===== config.mk =====
export PLATFORM = sky130hd
export DESIGN_NAME = ptsc_link
export DESIGN_NICKNAME = d
export VERILOG_FILES = /design/src/hw/rtl/ptsc_pkg.sv /design/src/hw/rtl/ptsc_ram.sv /design/src/hw/rtl/ptsc_link.sv
export SDC_FILE = /design/constraint.sdc
export NUM_CORES = 1
export LEC_CHECK = 0
export ABC_AREA = 0
export ABC_CLOCK_PERIOD_IN_PS = 2800
export BUFFER_PORTS_ARGS = -buffer_cell sky130_fd_sc_hd__buf_2
export CORE_ASPECT_RATIO = 0.7
export CORE_UTILIZATION = 45
export CTS_CLUSTER_SIZE = 16
export DETAILED_ROUTE_END_ITERATION = 12
export SLEW_MARGIN = 25
export SYNTH_ARGS = -nofsm -noshare
export SYNTH_HDL_FRONTEND = slang
export SYNTH_SLANG_ARGS = --single-unit

===== constraint.sdc =====
create_clock -name clk_i -period 2.8 [get_ports clk_i]
set_input_delay 0.56 -clock clk_i [delete_from_list [all_inputs] [get_ports clk_i]]
set_output_delay 0.56 -clock clk_i [all_outputs]
set_load 0.02 [all_outputs]

===== src/hw/rtl/ptsc_pkg.sv =====
`default_nettype none
package ptsc_pkg;

  localparam int NUM_SLOTS = 64;
  localparam int IDX_W     = 6;
  localparam int LINK_W    = 7;
  localparam logic [LINK_W-1:0] SLOT_NONE = LINK_W'(NUM_SLOTS);

  // operation codes
  localparam logic [3:0] OP_CLEAR    = 4'd0;
  localparam logic [3:0] OP_CREATE   = 4'd1;
  localparam logic [3:0] OP_CHILD    = 4'd2;
  localparam logic [3:0] OP_KILL     = 4'd3;
  localparam logic [3:0] OP_KILL_ALL = 4'd4;
  localparam logic [3:0] OP_FIND     = 4'd5;
  localparam logic [3:0] OP_FRAME    = 4'd6;
  localparam logic [3:0] OP_RUN      = 4'd7;
  localparam logic [3:0] OP_SLEEP    = 4'd8;
  localparam logic [3:0] OP_EXIT     = 4'd9;

  // status codes
  localparam logic [2:0] ST_OK          = 3'd0;
  localparam logic [2:0] ST_NO_FREE     = 3'd1;
  localparam logic [2:0] ST_NOT_FOUND   = 3'd2;
  localparam logic [2:0] ST_KILLED_SELF = 3'd3;
  localparam logic [2:0] ST_FRAME_DONE  = 3'd4;

  typedef struct packed {
    logic [3:0]  op;
    logic [31:0] task_tag;
    logic [31:0] proc_id;
    logic [31:0] id_mask;
    logic [5:0]  slot;
    logic [15:0] ticks;
  } req_t;

  typedef struct packed {
    logic [2:0]        status;
    logic [LINK_W-1:0] result_slot;
    logic [31:0]       result_tag;
  } rsp_t;

  function automatic logic slot_valid(input logic [LINK_W-1:0] s);
    return s < SLOT_NONE;
  endfunction

  function automatic rsp_t mk_rsp(input logic [2:0] st, input logic [LINK_W-1:0] s,
                                  input logic [31:0] tg);
    rsp_t r;
    r.status      = st;
    r.result_slot = s;
    r.result_tag  = tg;
    return r;
  endfunction

endpackage
`default_nettype wire


===== src/hw/rtl/ptsc_ram.sv =====
`default_nettype none
module ptsc_ram #(
  parameter int WIDTH = 32,
  parameter int DEPTH = 64,
  parameter int AW    = $clog2(DEPTH)
) (
  input  wire logic             clk_i,
  input  wire logic             we_i,
  input  wire logic [AW-1:0]    waddr_i,
  input  wire logic [WIDTH-1:0] wdata_i,
  input  wire logic [AW-1:0]    raddr_i,
  output logic      [WIDTH-1:0] rdata_o
);

  logic [WIDTH-1:0] mem_q [DEPTH];

  // write port and registered read port
  always_ff @(posedge clk_i) begin
    if (we_i) begin
      mem_q[waddr_i] <= wdata_i;
    end
    rdata_o <= mem_q[raddr_i];
  end

endmodule
`default_nettype wire


===== src/hw/rtl/ptsc_link.sv =====
`default_nettype none
module ptsc_link
  import ptsc_pkg::*;
(
  input  wire logic              clk_i,
  input  wire logic              rst_ni,
  input  wire logic              clr_i,
  input  wire logic              we_i,
  input  wire logic [IDX_W-1:0]  waddr_i,
  input  wire logic [LINK_W-1:0] wdata_i,
  input  wire logic [IDX_W-1:0]  raddr_i,
  output logic      [LINK_W-1:0] rdata_o
);

  logic [NUM_SLOTS-1:0] lv_q;
  logic [IDX_W-1:0]     raddr_q;
  logic [LINK_W-1:0]    ram_rdata;

  ptsc_ram #(.WIDTH(LINK_W), .DEPTH(NUM_SLOTS)) u_ram (
    .clk_i   (clk_i),
    .we_i    (we_i),
    .waddr_i (waddr_i),
    .wdata_i (wdata_i),
    .raddr_i (raddr_i),
    .rdata_o (ram_rdata)
  );

  // track written entries; unwritten ones read as their successor index
  always_ff @(posedge clk_i or negedge rst_ni) begin
    if (!rst_ni) begin
      lv_q    <= '0;
      raddr_q <= '0;
    end else begin
      raddr_q <= raddr_i;
      if (clr_i) begin
        lv_q <= '0;
      end else if (we_i) begin
        lv_q[waddr_i] <= 1'b1;
      end
    end
  end

  assign rdata_o = lv_q[raddr_q] ? ram_rdata : LINK_W'({1'b0, raddr_q} + 1'b1);

endmodule
`default_nettype wire


==> results_dict.tcl <==
set metrics [dict create \
    status "complete, but fails checks" \
    violations "setup timing" \
    netlist_instances 1018 \
    crit_end "rdata_o[2]" \
    dp_hpwl_um 31300 \
    synth_top_area_share 0.655 \
    critPathTopFamily "multiplexers" \
    drtAntennaViolNets 0 \
    cts_root_buffer "clkbuf_16" \
    firstDrtPassIters 5 \
    crit_buf_inv 3 \
    drv_cap 0 \
    cp_max_fo 7 \
    synth_area_um2 20500 \
    r2r_slack_ps 690 \
    grt_max_degree 71 \
    grt_use_total 0.215 \
    synth.area.top_cells "edfxtp_1, mux4_2, dfrtp_1, nor2_1, dfxtp_1" \
    post-route-period-util 1.27 \
    worstSetupPathDepth 9 \
    worst_skew_pair.late_latency_ps 560 \
    portBuffers 29 \
    area_growth_pct 18.0 \
    power_density_nw_per_um2 685 \
    vias 10400 \
    antenna_found_initial 2 \
    drive_gt1_frac 0.343 \
    cp.required_ps 2240 \
    hold_slack_ps 273 \
    h-tree-depth 2 \
    synth_flop_cell "edfxtp_1" \
    rows 65 \
    worstSetupStartpointType "flop" \
    crit_type "flop to output pin" \
    skew_ps 21.8 \
    endpoint_kind "output pin" \
    arrival_ps 3000 \
    fmax_mhz 281 \
    period_needed_ps 3560 \
    drc 0 \
    wl_um 48800 \
    yosys_warnings 0 \
    nNetsFinal 1205 \
    synth_cell_types 39 \
    viasPerCell 5.70 \
    reg2reg_to "u_ram.rdata_o[0]$_DFF_P_" \
    reg2regPathDepth 3 \
    gp_congestion 0.809 \
    slew_violations 0 \
    clk_pin_slew_worst_paths_ps 60 \
    synth_edf_count 448 \
    cts_tree "built" \
    ys_seq_area_frac 0.747 \
    dp_slack_ps -280 \
    cts.sinks 525 \
    setup_ws_ps -762 \
    yosys.area.top_type "edfxtp_1" \
    hold_class "input port to flop" \
    dr.first_iter.drc_count 1041 \
    setup_viol 7 \
    min_path_cells 1 \
    grt_pass1_vias 10500 \
    syn_nets 1042 \
    io_pins 30 \
    grt_first_pass_wirelength_um 72000 \
    die_x_um 257 \
    cts_buffer_depth 3 \
    synthArstFlopShare 0.133 \
    die_h_um 181 \
    rsz0062_at_grt "yes" \
    synth-seq-cells 525 \
    cts_made_buffers 49 \
    vdd_drop_max_v 0.000509 \
    crit_chain "buf_12 -> mux4_2 -> mux2_4 -> nand3_2 -> o221a_4 -> a2bb2oi_4 -> buf_12 -> mux2_4 -> buf_6" \
    tightestPinTransition_ps 798 \
    relSlewSlack 0.468 \
    finalHoldViolCount 0 \
    coreArea_um2 45100 \
    start_util 0.456 \
    cpPeakStageDelay_ps 500 \
    finish.utilization 0.538 \
    cp_slowest_cell "mux4_2" \
    wire_per_inst_um 26.8 \
    r2r_start "u_ram.mem_q[51][0]$_DFFE_PP_" \
    leakagePower_nw 8.32 \
    avgSynthCellArea_um2 20.2 \
    critPathLaunch "raddr_q[0]$_DFF_PN0_" \
    grt_overflow_total 0 \
    die_area_um2 46500 \
]
[routing by layer]
metal  vias to the layer above  wire (µm)  GRT usage
met5                         -         18          0
met4                         2        756     0.0443
met3                        67       3630     0.0560
met2                       344      21100      0.305
met1                      5577      23300      0.337
li1                       4393          -          -
[state kept, by name, summed over array words and instances, names as in the netlist]
name and cells:
u_ram.mem_q 448, lv_q 64, raddr_q 6, u_ram.rdata_o 7
[how the worst min path moves through the flow]
stage,endpoint,slack (ps),startpoint
global route,raddr_q[5]$_DFF_PN0_,260,raddr_i[5]
detailed placement,lv_q[44]$_DFFE_PN0P_,480,lv_q[44]$_DFFE_PN0P_
global placement,lv_q[17]$_DFFE_PN0P_,480,lv_q[17]$_DFFE_PN0P_
CTS,lv_q[35]$_DFFE_PN0P_,140,rst_ni
floorplan,lv_q[0]$_DFFE_PN0P_,260,rst_ni
finish,raddr_q[5]$_DFF_PN0_,270,raddr_i[5]
[power breakdown]
part / leakage (nW) / internal (mW) / switching (mW)
clock network: 0.824 / 4.18 / 2.81
logic: 2.44 / 0.447 / 0.560
registers: 5.05 / 8.56 / 0.0315
[cell usage in the layout, fill, tap and decap left out, types with 2 or more instances in the layout]
master / synthesis / final
edfxtp_1: 448 / 448
nor2_1: 195 / 195
mux4_2: 158 / 158
buf_4: 1 / 126
dfrtp_1: 70 / 69
clkbuf_16: 0 / 49
buf_2: 8 / 19
buf_12: 0 / 14
clkbuf_1: 33 / 13
mux2i_1: 12 / 10
nand3_1: 10 / 9
clkinv_2: 0 / 9
bufinv_16: 0 / 9
nand2_1: 8 / 8
buf_6: 7 / 8
dfxtp_1: 7 / 7
nor2b_1: 6 / 6
clkbuf_8: 0 / 6
mux2_4: 0 / 5
inv_1: 4 / 4
nand3b_1: 4 / 4
clkinv_1: 0 / 4
a211oi_1: 3 / 3
a21oi_1: 3 / 3
xnor2_1: 3 / 3
mux2_2: 3 / 2
mux2i_4: 0 / 2
or3_1: 2 / 2
nor3_1: 2 / 2
nand2b_1: 2 / 2
or3b_2: 2 / 2
[cell type report]
class | count | area (µm²)
diodes | 1 | 2.50
clock buffers | 67 | 1340
clock inverters | 22 | 330
fillers | 3512 | 20800
inverters | 4 | 15.0
multi-input cells | 431 | 4980
flip-flops and latches | 525 | 15300
well taps | 603 | 754
repair buffers | 170 | 1460
[stage by stage]
stage | setup TNS [ps] | instance area (µm²) | total power [mW] | std cells
2_1_floorplan | -508 | 20600 | 9.26 | 1018
3_3_place_gp | -1570 | 22400 | 9.72 | 1728
3_5_place_dp | -1920 | 22400 | 9.73 | 1728
4_1_cts | -5230 | 24200 | 16.7 | 1819
5_1_grt | -5570 | 24200 | 17.1 | 1822
6_report | -5060 | 24200 | 16.6 | 1823
[cell usage after synthesis (2+ instances only)]
master and number:
a211oi_1 3, a21oi_1 3, buf_1 9, buf_2 8, buf_6 7, clkbuf_1 33
dfrtp_1 70, dfxtp_1 7, edfxtp_1 448, inv_1 4, mux2_1 4, mux2_2 3
mux2i_1 12, mux4_2 158, nand2_1 8, nand2b_1 2, nand3_1 10, nand3b_1 4
nor2_1 195, nor2b_1 6, nor3_1 2, or3_1 2, or3b_2 2, xnor2_1 3
[worst register-to-register path: cells and delay by family (launching register included)]
| kind | cells | cell delay, ps |
|---|---|---|
| flops | 1 | 360 |
| mux | 3 | 1620 |
[cells by family after synthesis]
logic type / count (synthesis) / synth area share
flops: 525 / 0.747
simple gates: 234 / 0.0464
mux: 177 / 0.183
buf+inv: 62 / 0.0146
compound gates: 15 / 0.00682
xor+xnor: 4 / 0.00171
fa+ha+maj: 1 / 0.000609
[what timing repair did]
action,4_1_cts,5_1_grt
setup buffers,2,1
gates resized for setup,18,4
setup endpoints to repair,7,7
pin swaps,2,0
hold buffers,0,1
hold endpoints to repair,0,17
Power figures use the tool's default switching activity.
